[src/hdl/cbc_pkg.sv]
// ---------------------------------------------------------------------------
// cbc_pkg
// Shared types and constants of the cartridge bank controller: item kinds,
// bus address regions, read source codes and default sizes.
// ---------------------------------------------------------------------------
package cbc_pkg;

    // default store sizes
    localparam int ROM_BANKS_DEF = 128;
    localparam int RAM_BYTES_DEF = 32768;

    // fixed bank geometry
    localparam int BANK_BYTES     = 16384;
    localparam int RAM_BANK_BYTES = 8192;
    localparam int BANK_OFS_W     = 14;
    localparam int RAM_OFS_W      = 13;
    localparam int BANK_NUM_W     = 7;
    localparam int BANK_NUM_CNT   = 128;
    localparam int BANK_LOW_W     = 5;
    localparam int BANK_HIGH_W    = 2;
    localparam int RAM_BANK_CNT   = 4;

    // payload widths
    localparam int ADDR_W      = 16;
    localparam int BYTE_W      = 8;
    localparam int LOAD_ADDR_W = 21;

    // output queue depth (also bounds the reads in flight)
    localparam int Q_DEPTH = 4;

    // register write values
    localparam logic [3:0] RAM_EN_KEY = 4'hA;
    localparam logic [7:0] OPEN_BUS   = 8'hFF;

    // item kinds carried on tuser
    typedef enum logic [1:0] {
        KIND_READ  = 2'd0,
        KIND_WRITE = 2'd1,
        KIND_LOAD  = 2'd2
    } kind_t;

    // 8 KiB bus regions, address bits 15:13
    localparam logic [2:0] RGN_RAM_EN = 3'd0;
    localparam logic [2:0] RGN_BANK_L = 3'd1;
    localparam logic [2:0] RGN_BANK_H = 3'd2;
    localparam logic [2:0] RGN_MODE   = 3'd3;
    localparam logic [2:0] RGN_EXTRAM = 3'd5;

    // where a read beat takes its byte from
    typedef enum logic [1:0] {
        SRC_ROM  = 2'd0,
        SRC_RAM  = 2'd1,
        SRC_OPEN = 2'd2
    } src_t;

    // read request handed from the decoder to the response path
    typedef struct packed {
        logic valid;
        src_t src;
    } rd_ctrl_t;

endpackage

[src/hdl/cbc_resp_q.sv]
// ---------------------------------------------------------------------------
// cbc_resp_q
// Small result queue in flip-flops that decouples the read pipeline from a
// stalling master side.
// ---------------------------------------------------------------------------
module cbc_resp_q #(
    parameter int DEPTH = cbc_pkg::Q_DEPTH,
    localparam int LW   = $clog2(DEPTH + 1)
) (
    input  logic                       aclk,
    input  logic                       aresetn,
    input  logic                       push,
    input  logic [cbc_pkg::BYTE_W-1:0] push_data,
    output logic [LW-1:0]              level,
    output logic                       m_tvalid,
    input  logic                       m_tready,
    output logic [cbc_pkg::BYTE_W-1:0] m_tdata
);

    localparam int PW = $clog2(DEPTH);

    logic [cbc_pkg::BYTE_W-1:0] data_reg [DEPTH];
    logic [PW-1:0]              wr_ptr_reg, wr_ptr_next;
    logic [PW-1:0]              rd_ptr_reg, rd_ptr_next;
    logic [LW-1:0]              cnt_reg, cnt_next;
    logic                       pop;

    assign pop      = m_tvalid && m_tready;
    assign m_tvalid = (cnt_reg != '0);
    assign m_tdata  = data_reg[rd_ptr_reg];
    assign level    = cnt_reg;

    // pointer and fill count update
    always_comb begin
        wr_ptr_next = wr_ptr_reg;
        rd_ptr_next = rd_ptr_reg;
        cnt_next    = cnt_reg;
        if (push) begin
            wr_ptr_next = (wr_ptr_reg == PW'(DEPTH - 1)) ? '0 : wr_ptr_reg + PW'(1);
        end
        if (pop) begin
            rd_ptr_next = (rd_ptr_reg == PW'(DEPTH - 1)) ? '0 : rd_ptr_reg + PW'(1);
        end
        if (push && !pop) begin
            cnt_next = cnt_reg + LW'(1);
        end else if (pop && !push) begin
            cnt_next = cnt_reg - LW'(1);
        end
    end

    always_ff @(posedge aclk) begin
        if (!aresetn) begin
            wr_ptr_reg <= '0;
            rd_ptr_reg <= '0;
            cnt_reg    <= '0;
        end else begin
            wr_ptr_reg <= wr_ptr_next;
            rd_ptr_reg <= rd_ptr_next;
            cnt_reg    <= cnt_next;
        end
    end

    // payload storage
    always_ff @(posedge aclk) begin
        if (push) begin
            data_reg[wr_ptr_reg] <= push_data;
        end
    end

`ifndef SYNTHESIS
    // no push into a full queue that is not draining
    a_no_overflow: assert property (@(posedge aclk) disable iff (!aresetn)
        (cnt_reg == LW'(DEPTH)) |-> (!push || pop))
        else $error("result queue overflow");

    // fill count stays within depth
    a_cnt_range: assert property (@(posedge aclk) disable iff (!aresetn)
        cnt_reg <= LW'(DEPTH))
        else $error("result queue count out of range");
`endif

endmodule

[config.mk]
export PLATFORM = sky130hd
export DESIGN_NAME = cbc_resp_q
export DESIGN_NICKNAME = d
export VERILOG_FILES = /design/src/hdl/cbc_pkg.sv /design/src/hdl/cbc_resp_q.sv
export SDC_FILE = /design/constraint.sdc
export NUM_CORES = 1
export LEC_CHECK = 0
export ABC_CLOCK_PERIOD_IN_PS = 2600
export BUFFER_PORTS_ARGS = -buffer_cell sky130_fd_sc_hd__buf_2
export CAP_MARGIN = 10
export CORE_ASPECT_RATIO = 1.5
export CORE_MARGIN = 1.5
export CORE_UTILIZATION = 40
export CTS_BUF_LIST = sky130_fd_sc_hd__clkbuf_4
export CTS_CLUSTER_SIZE = 12
export DETAILED_ROUTE_END_ITERATION = 12
export PLACE_DENSITY = 0.62
export SETUP_SLACK_MARGIN = 0.15
export SLEW_MARGIN = 10
export SYNTH_ARGS = -nofsm -noshare
export SYNTH_HDL_FRONTEND = slang
export SYNTH_SLANG_ARGS = --single-unit
[constraint.sdc]
create_clock -name aclk -period 2.6 [get_ports aclk]
set_input_delay 0.26 -clock aclk [delete_from_list [all_inputs] [get_ports aclk]]
set_output_delay 0.26 -clock aclk [all_outputs]
set_load 0.01 [all_outputs]
==> reports/qor.csv <==
metric,value,unit
cp_max_fo,5,
antenna_cells,0,
fmaxAchievable,474,MHz
worstMarginPinSlew,0.564,ns
clock-sinks,41,
maxCapViolations,0,
drv_slew,0,
yosysTopAreaCell,edfxtp_1,
muxShareOfSynthArea,13.0,%
async_flop_share,0,%
p_sw_share,27.5,%
power,1.51,mW
p_comb_share,23.4,%
synth-edff-count,32,
drive_above_1_share,34.5,%
synthTopCellsByCount,"edfxtp_1, dfxtp_1, mux4_2, ha_1, and2_1",
ys.flop_type,edfxtp_1,
synth.avg_cell_area,18.7,um2
finalWeightedCongestion,0.623,
dpl.hpwl,1740,um
drt_first_pass_iters,4,
grt_most_used_layer,met2,
ir_drop,411,uV
num_io_pins,24,
clk_path_buf_depth,2,
largest_register_ffs,32,
synth_compound_area_share,2.70,%
multi_input_area,454,um2
worstPathCellList,"o31ai_4, ha_1, inv_1, fa_1, xor2_1, or3_1, a21boi_1",
grt_pass1_vias,796,
grt_max_degree,13,
hold_violations,0,
use_met3,4.41,%
fin_setup_tns,0,ns
finClkSkew,0.0142,ns
root_buffer,clkbuf_4,
place_area,0.00178,mm2
synth_cell_types,20,
cpMaxStageDelayCell,dfxtp_1,
gr-total-overflow,0,
regToRegSetupSlack,0.49,ns
fin_cells,161,
timing.rr.start,level[1],
cts_tree,yes,
synth_top_family_by_area,multiplexers,
synth_fa_ha_area_share,5.86,%
crit_path_start_kind,flip-flop,
clock_power_share,20.2,%
rsz0062_at_grt,no,
die_w,55.0,um
cp-startpoint,level[1],
pre_cts_ws,0.504,ns
antenna_found_initial,0,
routed_wl,2400,um
dp_cells,153,
crit_end,level[2],
syn_area,0.00162,mm2
cts_resized,0,
yosys.area_share.simple,5.40,%
arrival,2.37,ns
remaining_drc_errors,0,
p_leak,0.673,nW
endpoint_kind,flip-flop,
post-route-util,46.8,%
ant_nets,0,
die_y,81.0,um
required,2.86,ns
htreeDepth,2,
hold_path_class,input pin to flip-flop,
grt_util_met2,22.3,%
cts_hold_buf,0,
slew_headroom,62.3,%
first_iter_violations,18,
cpPeakStageDelay,0.39,ns
post_cts_buffers,0,
rr_endpoint,level[2],
synth_nets,106,
status,"complete, no violations",
p_int,1.10,mW
synth.area.top_cells,"edfxtp_1, dfxtp_1, mux4_2, ha_1, and2_1",
syn_inst,87,
p_sw,0.417,mW
post-route-period-util,81.1,%
worst-r2r-cell-count,7,
core-area,0.00392,mm2
grt_pass1_wl,3750,um
synth_seq_area_share,70.3,%
drt-vias-per-instance,4.93,
fin_nets,134,
dieArea,0.00446,mm2
yosysMostFrequentCell,edfxtp_1,
hold_ws,0.131,ns
clock_latency,0.34,ns
pwr-share-seq,56.4,%
yosysWarnings,0,
clk_pin_slew,0.11,ns
area.sequential,0.00114,mm2
use_met1,12.7,%
path_class,flip-flop to flip-flop,
wl_per_cell,14.9,um
rows,28,
vias,793,
cts_made_buffers,5,
grt_use_total,12.7,%
final-setup-viol-count,0,
fin_crit,2.11,ns
n_fill_cell,359,
initial_core_util,41.4,%
finalInstanceArea,0.00184,mm2
netlist.area_leader.share,59.2,%
area_delta_synth_final,13.1,%
ys_seq_elements,41,
fin_ws,0.492,ns
port_buffers,23,
synth-xor-area-share,1.08,%
power_density,824,mW/mm2
-- per-layer routing --
metal / vias up / part of all wire, %
met5: - / 0
met2: 21 / 55
met3: 5 / 4.3
met1: 380 / 39
li1: 387 / -
met4: 0 / 1.8
-- placed cells by master, fill, tap and decap left out, types with 5 or more instances in the layout --
cell type | netlist | final
clkbuf_4 | 0 | 7
mux4_2 | 8 | 8
edfxtp_1 | 32 | 32
buf_2 | 0 | 23
ha_1 | 6 | 6
and2_1 | 5 | 5
dfxtp_1 | 9 | 9
-- worst max-delay path, delay by kind of cell (launching register included) --
kind / cells / cell delay, ns
fa+ha+maj: 2 / 0.64
compound gates: 2 / 0.47
flops: 1 / 0.39
simple gates: 1 / 0.31
xor+xnor: 1 / 0.18
buf+inv: 1 / 0.06
-- power groups by stage --
stage | logic, mW | clock network, mW | registers (mW)
final | 0.354 | 0.306 | 0.853
after CTS | 0.362 | 0.321 | 0.858
after floorplan | 0.284 | 0 | 0.830
after global routing | 0.396 | 0.340 | 0.869
after global placement | 0.345 | 0 | 0.865
after detailed placement | 0.358 | 0 | 0.874
-- logic make-up after synthesis --
family,count (synthesis)
flops,41
compound gates,5
xor+xnor,2
simple gates,16
fa+ha+maj,7
mux,11
buf+inv,5
-- worst min path at each step --
stage                       startpoint              to  slack [ns]  cells after the start
after floorplan           push_data[0]  data_reg[0][0]        0.36                      0
after global placement    push_data[7]  data_reg[0][7]        0.47                      1
after detailed placement  push_data[5]  data_reg[3][5]        0.48                      1
after CTS                 push_data[1]  data_reg[2][1]        0.11                      1
after global routing      push_data[2]  data_reg[0][2]        0.11                      1
final                     push_data[3]  data_reg[2][3]        0.13                      1
-- final cells by class --
| type | count | area share [%] |
|---|---|---|
| Timing Repair Buffer | 23 | 6.27 |
| Tap cell | 45 | 3.07 |
| Sequential cell | 41 | 62.2 |
| Clock inverter | 1 | 0.273 |
| Clock buffer | 7 | 2.86 |
| Inverter | 3 | 0.613 |
| Multi-Input combinational cell | 41 | 24.7 |
No activity file was read; power rests on OpenSTA's default activity.
