### src/hdl/cbc_pkg.sv
// ---------------------------------------------------------------------------
// cbc_pkg
// Shared types and constants of the cartridge bank controller: item kinds,
// bus address regions, read source codes and default sizes.
// ---------------------------------------------------------------------------
package cbc_pkg;

    // default store sizes
    localparam int ROM_BANKS_DEF = 128;
    localparam int RAM_BYTES_DEF = 32768;

    // fixed bank geometry
    localparam int BANK_BYTES     = 16384;
    localparam int RAM_BANK_BYTES = 8192;
    localparam int BANK_OFS_W     = 14;
    localparam int RAM_OFS_W      = 13;
    localparam int BANK_NUM_W     = 7;
    localparam int BANK_NUM_CNT   = 128;
    localparam int BANK_LOW_W     = 5;
    localparam int BANK_HIGH_W    = 2;
    localparam int RAM_BANK_CNT   = 4;

    // payload widths
    localparam int ADDR_W      = 16;
    localparam int BYTE_W      = 8;
    localparam int LOAD_ADDR_W = 21;

    // output queue depth (also bounds the reads in flight)
    localparam int Q_DEPTH = 4;

    // register write values
    localparam logic [3:0] RAM_EN_KEY = 4'hA;
    localparam logic [7:0] OPEN_BUS   = 8'hFF;

    // item kinds carried on tuser
    typedef enum logic [1:0] {
        KIND_READ  = 2'd0,
        KIND_WRITE = 2'd1,
        KIND_LOAD  = 2'd2
    } kind_t;

    // 8 KiB bus regions, address bits 15:13
    localparam logic [2:0] RGN_RAM_EN = 3'd0;
    localparam logic [2:0] RGN_BANK_L = 3'd1;
    localparam logic [2:0] RGN_BANK_H = 3'd2;
    localparam logic [2:0] RGN_MODE   = 3'd3;
    localparam logic [2:0] RGN_EXTRAM = 3'd5;

    // where a read beat takes its byte from
    typedef enum logic [1:0] {
        SRC_ROM  = 2'd0,
        SRC_RAM  = 2'd1,
        SRC_OPEN = 2'd2
    } src_t;

    // read request handed from the decoder to the response path
    typedef struct packed {
        logic valid;
        src_t src;
    } rd_ctrl_t;

endpackage

### src/hdl/cbc_ctrl.sv
// ---------------------------------------------------------------------------
// cbc_ctrl
// Banking registers and address decode: updates the control registers on
// bus writes and turns each accepted beat into ROM and RAM port accesses.
// ---------------------------------------------------------------------------
module cbc_ctrl #(
    parameter int ROM_BANKS = cbc_pkg::ROM_BANKS_DEF,
    parameter int RAM_BYTES = cbc_pkg::RAM_BYTES_DEF,
    localparam int ROM_AW   = $clog2(ROM_BANKS) + cbc_pkg::BANK_OFS_W,
    localparam int RAM_AW   = $clog2(RAM_BYTES)
) (
    input  logic                             aclk,
    input  logic                             aresetn,
    input  logic                             acc,
    input  logic [1:0]                       kind,
    input  logic [cbc_pkg::ADDR_W-1:0]       address,
    input  logic [cbc_pkg::BYTE_W-1:0]       data,
    input  logic [cbc_pkg::LOAD_ADDR_W-1:0]  load_address,
    output logic                             rom_we,
    output logic [ROM_AW-1:0]                rom_addr,
    output logic                             ram_we,
    output logic [RAM_AW-1:0]                ram_addr,
    output cbc_pkg::rd_ctrl_t                rd_ctrl
);

    localparam int BW        = $clog2(ROM_BANKS);
    localparam int ROM_BYTES = ROM_BANKS * cbc_pkg::BANK_BYTES;
    localparam int LA_CMP_W  = cbc_pkg::LOAD_ADDR_W + 1;
    localparam int SUM_W     = 16;
    localparam int MOD_STEPS = 4;

    logic                             ram_en_reg, ram_en_next;
    logic [cbc_pkg::BANK_LOW_W-1:0]   bank_low_reg, bank_low_next;
    logic [cbc_pkg::BANK_HIGH_W-1:0]  bank_high_reg, bank_high_next;
    logic                             mode_reg, mode_next;

    logic [BW-1:0]                    bank_wrap [cbc_pkg::BANK_NUM_CNT];
    logic [SUM_W-1:0]                 ram_base  [cbc_pkg::RAM_BANK_CNT];
    logic [cbc_pkg::BANK_LOW_W-1:0]   low_eff;
    logic [cbc_pkg::BANK_NUM_W-1:0]   rom_bank;
    logic [cbc_pkg::BANK_HIGH_W-1:0]  ram_bank;
    logic [SUM_W-1:0]                 ram_idx;
    logic [2:0]                       region;
    logic                             load_ok;
    cbc_pkg::kind_t                   kind_c;

    // bank number wrap and ram bank base offsets, folded at elaboration
    for (genvar g = 0; g < cbc_pkg::BANK_NUM_CNT; g++) begin : g_wrap
        assign bank_wrap[g] = BW'(g % ROM_BANKS);
    end
    for (genvar g = 0; g < cbc_pkg::RAM_BANK_CNT; g++) begin : g_base
        assign ram_base[g] = SUM_W'((g * cbc_pkg::RAM_BANK_BYTES) % RAM_BYTES);
    end

    assign kind_c = cbc_pkg::kind_t'(kind);
    assign region = address[15:13];

    // rom bank select, low bank of zero reads as one
    assign low_eff  = (bank_low_reg == '0) ? cbc_pkg::BANK_LOW_W'(1) : bank_low_reg;
    always_comb begin
        if (address[14]) begin
            rom_bank = {bank_high_reg, low_eff};
        end else if (mode_reg) begin
            rom_bank = {bank_high_reg, cbc_pkg::BANK_LOW_W'(0)};
        end else begin
            rom_bank = '0;
        end
    end

    // ram index: base plus offset, then wrap into the ram by up to four subtracts
    assign ram_bank = mode_reg ? bank_high_reg : '0;
    always_comb begin
        logic [SUM_W-1:0] v;
        v = ram_base[ram_bank] + SUM_W'(address[cbc_pkg::RAM_OFS_W-1:0]);
        for (int i = 0; i < MOD_STEPS; i++) begin
            if (v >= SUM_W'(RAM_BYTES)) begin
                v = v - SUM_W'(RAM_BYTES);
            end
        end
        ram_idx = v;
    end
    assign ram_addr = ram_idx[RAM_AW-1:0];

    // rom port shared by image loads and bus reads
    assign load_ok  = {1'b0, load_address} < LA_CMP_W'(ROM_BYTES);
    assign rom_addr = (kind_c == cbc_pkg::KIND_LOAD) ? load_address[ROM_AW-1:0]
                                                     : {bank_wrap[rom_bank],
                                                        address[cbc_pkg::BANK_OFS_W-1:0]};

    // per-beat actions
    always_comb begin
        rom_we         = 1'b0;
        ram_we         = 1'b0;
        rd_ctrl.valid  = 1'b0;
        rd_ctrl.src    = cbc_pkg::SRC_OPEN;
        ram_en_next    = ram_en_reg;
        bank_low_next  = bank_low_reg;
        bank_high_next = bank_high_reg;
        mode_next      = mode_reg;
        if (acc) begin
            unique case (kind_c)
                cbc_pkg::KIND_READ: begin
                    rd_ctrl.valid = 1'b1;
                    if (!address[15]) begin
                        rd_ctrl.src = cbc_pkg::SRC_ROM;
                    end else if (region == cbc_pkg::RGN_EXTRAM && ram_en_reg) begin
                        rd_ctrl.src = cbc_pkg::SRC_RAM;
                    end
                end
                cbc_pkg::KIND_WRITE: begin
                    unique case (region)
                        cbc_pkg::RGN_RAM_EN: ram_en_next = (data[3:0] == cbc_pkg::RAM_EN_KEY);
                        cbc_pkg::RGN_BANK_L: bank_low_next = data[cbc_pkg::BANK_LOW_W-1:0];
                        cbc_pkg::RGN_BANK_H: bank_high_next = data[cbc_pkg::BANK_HIGH_W-1:0];
                        cbc_pkg::RGN_MODE:   mode_next = data[0];
                        cbc_pkg::RGN_EXTRAM: ram_we = ram_en_reg;
                        default: ;
                    endcase
                end
                cbc_pkg::KIND_LOAD: begin
                    rom_we = load_ok;
                end
                default: ;
            endcase
        end
    end

    // banking registers
    always_ff @(posedge aclk) begin
        if (!aresetn) begin
            ram_en_reg    <= 1'b0;
            bank_low_reg  <= cbc_pkg::BANK_LOW_W'(1);
            bank_high_reg <= '0;
            mode_reg      <= 1'b0;
        end else begin
            ram_en_reg    <= ram_en_next;
            bank_low_reg  <= bank_low_next;
            bank_high_reg <= bank_high_next;
            mode_reg      <= mode_next;
        end
    end

`ifndef SYNTHESIS
    // a ram write only ever happens with the ram enabled
    a_ram_we_en: assert property (@(posedge aclk) disable iff (!aresetn)
        ram_we |-> ram_en_reg)
        else $error("ram write while ram disabled");

    // a read beat never drives a memory write
    a_rd_no_we: assert property (@(posedge aclk) disable iff (!aresetn)
        rd_ctrl.valid |-> !(rom_we || ram_we))
        else $error("read beat wrote a store");

    // the wrapped ram index always lands inside the ram
    a_ram_idx: assert property (@(posedge aclk) disable iff (!aresetn)
        acc |-> ram_idx < SUM_W'(RAM_BYTES))
        else $error("ram index out of range");
`endif

endmodule

### config.mk
export PLATFORM = sky130hd
export DESIGN_NAME = cbc_ctrl
export DESIGN_NICKNAME = d
export VERILOG_FILES = /design/src/hdl/cbc_pkg.sv /design/src/hdl/cbc_ctrl.sv
export SDC_FILE = /design/constraint.sdc
export NUM_CORES = 1
export LEC_CHECK = 0
export ABC_AREA = 1
export BUFFER_PORTS_ARGS = -buffer_cell sky130_fd_sc_hd__buf_2
export CORE_ASPECT_RATIO = 1.25
export CORE_MARGIN = 2
export CORE_UTILIZATION = 38
export CTS_CLUSTER_DIAMETER = 200
export CTS_CLUSTER_SIZE = 16
export DETAILED_ROUTE_END_ITERATION = 7
export PLACE_DENSITY = 0.89
export SYNTH_ARGS = -nofsm -noshare
export SYNTH_HDL_FRONTEND = slang
export SYNTH_SLANG_ARGS = --single-unit
### constraint.sdc
create_clock -name aclk -period 1.7 [get_ports aclk]
set_input_delay 0.085 -clock aclk [delete_from_list [all_inputs] [get_ports aclk]]
set_output_delay 0.085 -clock aclk [all_outputs]
set_load 0.02 [all_outputs]
==> impl_metrics.yaml, run 1 <==
status:
  outcome: "complete, no violations"
clock_network:
  cts_root_buffer: "clkbuf_4"
  hold_buffers: 0
  cts_resized: 0
  clockBufferDepth: 2
  cts_inserted_buffers: 3
  cts_max_level: 1
  clk_pin_slew_ns: 0.07
  cts_tree: "built"
  cts_setup_buffers: 0
  cts_sinks: 9
  insertion_delay_ns: 0.26
worst_hold_path:
  holdPathEnd: "bank_low_reg[0]$_SDFFE_PN1P_"
  holdPathStages: 3
  hp-start: "data[0]"
  hold_class: "in2reg"
global_route:
  grt_max_degree: 22
  antenna_found_initial: 0
  grt_pass1_vias: 957
  grt_use_total: 0.1765
  grt_pass1_wl_um: 3581
  overflow: 0
route:
  top_layer: "met4"
  drc: 0
  wl_per_cell_um: 9.120
  routed_via_density: 4.259
  met3WireLength_um: 296
  drt_iter0_markers: 25
  vias: 1167
  met2_length_um: 1218
  met1Wirelength_um: 945
  wirelength_um: 2499
  ant_nets: 0
  first_pass_iters: 4
synth:
  yosysSeqAreaShare: 0.2003
  syn_area_um2: 899.6
  synth_fp_nets: 218
  synthCells: 168
  syn_avg_cell_area_um2: 5.355
  ys_ff_latch: 9
  synth-warning-count: 0
  synth_cell_type_count: 16
floorplan:
  die_x_um: 47.52
  fp.coreArea_mm2: 0.002211
  num_rows: 19
  ios: 91
  die_y_um: 58.40
  die_area_mm2: 0.002775
  initial_core_util: 0.4069
final_layout:
  layout_commonest_cell: "buf_2"
  nets: 294
  final_area_mm2: 0.001289
  diodes: 0
  layout_common_cells: "buf_2, nand2_1, nor2_1, inv_1, nand3_1"
  drive_gt1_frac: 0.4074
  area_delta_synth_final_pct: 43.25
  largest_reg_flops: 5
setup_path:
  crit_path_end_kind: "output pin"
  worstReg2RegEnd: "bank_low_reg[4]$_SDFFE_PN0P_"
  crit_arrival_ns: 1.17
  crit_fanout: 4
  path_cells: "or2_2 > nand3_1 > nand2_1 > buf_2"
  critical_path_class: "reg2out"
  slowest_stage: "dfxtp_1"
  cpPeakStageDelay_ns: 0.33
  path_buf_inv: 1
  cp_top_family: "simple AND/OR/NAND/NOR gates"
  r2r_cells: 2
  cp.required_ns: 1.62
  r2r-start: "bank_low_reg[4]$_SDFFE_PN0P_"
  reg2reg_setup_slack_ns: 1.11
  start_kind: "flop"
sta:
  setup_viol: 0
  fin_skew_ns: 0
  hold_viol_final: 0
  rsz0062_at_grt: "false"
  max_slew.worst_pin.slew_ns: 0.2793
  fin_tns_setup_ns: 0
  relSlewSlack: 0.8131
  slew_viol_final: 0
  fmax_mhz: 794.7
  finalCritPeriodShare: 0.7402
  fin_crit_ns: 1.258
power:
  power_leakage_nw: 0.8136
  vdd_ir_drop_max_mv: 0.3733
  powerDensity_mw_per_mm2: 512.6
placed_design:
  gp_congestion: 0.9132
  hpwlAfterDp_um: 2129
  place_area_mm2: 0.001262
  port_buffers: 87
job:
  max-cap-violations: 0
## cell families after synthesis
logic type	share of synthesized area
AND/OR/NAND/NOR	0.5661
buffers and inverters	0.2031
flip-flops	0.2003
AO/OA/AOI/OAI	0.03060
## Yosys cell counts
master    instances  share of area
nor2_1           25           0.10
nand3_1          10          0.056
buf_1             1         0.0042
nand4_1           2          0.014
nor2_4            3          0.038
inv_2             2         0.0083
nand3_4           1          0.019
or2_2             1         0.0070
dfxtp_1           9           0.20
nor2_2            1         0.0070
inv_1            15          0.063
o21bai_1          1         0.0083
o21ai_0           4          0.022
buf_4            14           0.12
nand2_1          77           0.32
buf_2             2          0.011
## how the worst max path moves through the flow
stage,depth (start not counted),slack [ns],from,endpoint
floorplan,5,0.76,kind[1],rom_addr[15]
global placement,6,0.69,kind[0],rom_addr[17]
detailed placement,6,0.68,kind[0],rom_addr[17]
CTS,4,0.43,mode_reg$_SDFFE_PN0P_,rom_addr[20]
global route,4,0.38,mode_reg$_SDFFE_PN0P_,rom_addr[19]
finish,4,0.44,mode_reg$_SDFFE_PN0P_,rom_addr[19]
## worst min-delay path: stages
cell,delay (ns)
buf_2,0.09
nand2_1,0.05
nand3_1,0.06
## stage by stage
| stage | power, mW | worst slack (ns) | util | hold WS, ns | std cells |
|---|---|---|---|---|---|
| after floorplan | 0.3964 | 0.7606 | - | 0.2112 | 168 |
| after global placement | 0.4931 | 0.6893 | 0.5710 | 0.3228 | 270 |
| after detailed placement | 0.4960 | 0.6754 | 0.5710 | 0.3295 | 270 |
| after CTS | 0.6672 | 0.4291 | 0.5829 | 0.05282 | 274 |
| after global routing | 0.7047 | 0.3844 | 0.5829 | 0.07855 | 274 |
| final | 0.6606 | 0.4417 | 0.5829 | 0.05241 | 274 |
## layer usage
| layer | vias up | track usage |
|---|---|---|
| li1 | 642 | - |
| met3 | 4 | 0.05828 |
| met5 | - | 0 |
| met1 | 468 | 0.1736 |
| met4 | 0 | 0.07143 |
| met2 | 53 | 0.3205 |
## where the power goes
group | switching, mW | leakage (nW) | internal, mW | total, mW
registers | 0.00162 | 0.0727 | 0.214 | 0.215
clock network | 0.0803 | 0.0150 | 0.0906 | 0.171
logic | 0.171 | 0.726 | 0.104 | 0.274
## layout make-up
| class | instances | area, µm² |
|---|---|---|
| Inverter | 17 | 63.81 |
| Multi-Input combinational cell | 125 | 536.8 |
| Fill cell | 235 | 922.1 |
| Clock buffer | 4 | 26.28 |
| Sequential cell | 9 | 180.2 |
| Tap cell | 31 | 38.79 |
| Timing Repair Buffer | 88 | 442.9 |
Note: power is estimated with default switching activity, not from simulation.
==> run 2: changes to the inputs <==
--- a/config.mk
+++ b/config.mk
@@ -9,11 +9,11 @@
 export BUFFER_PORTS_ARGS = -buffer_cell sky130_fd_sc_hd__buf_2
 export CORE_ASPECT_RATIO = 1.25
 export CORE_MARGIN = 2
-export CORE_UTILIZATION = 38
+export CORE_UTILIZATION = 32
 export CTS_CLUSTER_DIAMETER = 200
 export CTS_CLUSTER_SIZE = 16
 export DETAILED_ROUTE_END_ITERATION = 7
-export PLACE_DENSITY = 0.89
+export PLACE_DENSITY = 0.8
 export SYNTH_ARGS = -nofsm -noshare
 export SYNTH_HDL_FRONTEND = slang
 export SYNTH_SLANG_ARGS = --single-unit
==> constraint.sdc (replaced) <==
create_clock -name aclk -period 1.1 [get_ports aclk]
set_input_delay 0.055 -clock aclk [delete_from_list [all_inputs] [get_ports aclk]]
set_output_delay 0.055 -clock aclk [all_outputs]
set_load 0.02 [all_outputs]
==> impl_metrics.yaml, run 2 (synthesis results as in run 1) <==
sta:
  fin_crit_ns: 1.152
  rsz0062_at_grt: "true"
  setup_viol: 3
  fin_skew_ns: 0
  layout_setup_ws_ns: -0.05229
  finalCritPeriodShare: 1.048
  slew_viol_final: 0
  relSlewSlack: 0.8007
  max_slew.worst_pin.slew_ns: 0.2985
  fmax_mhz: 867.8
  hold_viol_final: 0
route:
  vias: 1228
  drc: 0
  ant_nets: 0
  first_pass_iters: 4
  wl_per_cell_um: 9.750
  wirelength_um: 2730
  drt_iter0_markers: 16
  routed_via_density: 4.386
setup_path:
  r2r_cells: 3
  path_cells: "or2_4 > nand3_2 > nand2_2 > buf_6"
  crit_arrival_ns: 1.10
  cpPeakStageDelay_ns: 0.32
  cp.required_ns: 1.04
  critical_path_class: "reg2out"
  crit_fanout: 2
  r2r-start: "mode_reg$_SDFFE_PN0P_"
  worstReg2RegEnd: "mode_reg$_SDFFE_PN0P_"
  setup.worst_path.end: "rom_addr[20]"
  critPathLaunch: "mode_reg$_SDFFE_PN0P_"
  crit_path_end_kind: "output pin"
  reg2reg_setup_slack_ns: 0.41
  start_kind: "flop"
  slowest_stage: "dfxtp_2"
floorplan:
  fp.coreArea_mm2: 0.002680
  ios: 91
  num_rows: 21
  initial_core_util: 0.3357
  die_y_um: 63.28
  die_x_um: 51.43
  die_area_mm2: 0.003254
clock_network:
  clockBufferDepth: 2
  hold_buffers: 0
  cts_inserted_buffers: 3
  cts_max_level: 1
  insertion_delay_ns: 0.25
  cts_root_buffer: "clkbuf_4"
  clk_pin_slew_ns: 0.06
  cts_sinks: 9
  cts_tree: "built"
power:
  powerDensity_mw_per_mm2: 755.8
  fin_total_pwr_mw: 1.037
  power_leakage_nw: 0.8465
  vdd_ir_drop_max_mv: 0.3285
global_route:
  grt_use_total: 0.1605
  overflow: 0
  grt_pass1_wl_um: 4174
  grt_pass1_vias: 1119
  antenna_found_initial: 0
  grt_max_degree: 18
final_layout:
  nets: 297
  drive_gt1_frac: 0.4675
  layout_common_cells: "buf_2, nand2_1, nor2_1, inv_1, nand3_1"
  fillerInstances: 302
  largest_reg_flops: 5
  layout_commonest_cell: "buf_2"
  area_delta_synth_final_pct: 52.43
  diodes: 0
  stdcell_count: 280
placed_design:
  hpwlAfterDp_um: 2184
  gp_congestion: 0.7907
  dp.cells: 274
  port_buffers: 87
worst_hold_path:
  hold_class: "in2reg"
job:
  max-cap-violations: 0
status:
  outcome: "complete, but fails checks"
  violations: "setup timing"
run 2: cell types whose count changed in the layout (fill, tap and decap cells not counted), sizes merged:
cell,delta
buf,+3
run 2: layout make-up:
type | instances | area (µm²) | share of cell area
Clock buffer | 4 | 26.28 | 0.01916
Inverter | 17 | 63.81 | 0.04653
Multi-Input combinational cell | 125 | 559.3 | 0.4078
Sequential cell | 9 | 186.4 | 0.1359
Tap cell | 34 | 42.54 | 0.03102
Timing Repair Buffer | 91 | 493.0 | 0.3595
run 2: layer usage:
metal | share of wire | wire, µm | vias up | global-route usage
met3 | 0.10 | 285 | 0 | 0.02844
met2 | 0.53 | 1458 | 61 | 0.3333
met1 | 0.36 | 985 | 517 | 0.1509
li1 | - | - | 650 | -
met5 | 0 | 0 | - | 0
met4 | 0 | 0 | 0 | 0.03947
run 2: worst max-delay path, delay by kind of cell (launching register included):
kind / cells / cell delay [ns]
flip-flops: 1 / 0.32
AND/OR/NAND/NOR: 3 / 0.39
buffers and inverters: 1 / 0.13
run 2: where the power goes:
group / total [mW] / internal (mW) / switching [mW] / leakage, nW
Combinational: 0.448 / 0.174 / 0.274 / 0.756
Clock: 0.255 / 0.140 / 0.115 / 0.0150
Sequential: 0.333 / 0.330 / 0.00277 / 0.0752
run 2: repair_timing:
action / in CTS / in global routing
pin swaps: 2 / 1
buffers inserted: 2 / 0
resized for setup: 17 / 6
cloned: 0 / 0
setup endpoints to repair: 3 / 5
run 2: worst min path at each step:
stage                     startpoint                      endpoint  slack [ns]  cells past startpoint
after floorplan              data[0]  bank_low_reg[0]$_SDFFE_PN1P_        0.18                      2
after global placement       data[0]  bank_low_reg[0]$_SDFFE_PN1P_        0.30                      3
after detailed placement     data[0]  bank_low_reg[0]$_SDFFE_PN1P_        0.29                      3
after CTS                    data[0]  bank_low_reg[0]$_SDFFE_PN1P_        0.03                      3
after global routing         data[0]  bank_low_reg[0]$_SDFFE_PN1P_        0.03                      3
final                        data[0]  bank_low_reg[0]$_SDFFE_PN1P_        0.03                      3
run 2: through the flow:
stage | setup TNS [ns] | utilization | worst slack [ns] | hold slack [ns] | area, µm²
floorplan | 0 | - | 0.2052 | 0.1812 | 899.6
global placement | 0 | 0.4753 | 0.1523 | 0.2993 | 1274
detailed placement | 0 | 0.4753 | 0.1397 | 0.2938 | 1274
CTS | -0.08069 | 0.5061 | -0.04360 | 0.02688 | 1356
global route | -0.2547 | 0.5117 | -0.1134 | 0.02901 | 1371
finish | -0.08252 | 0.5117 | -0.05229 | 0.02926 | 1371
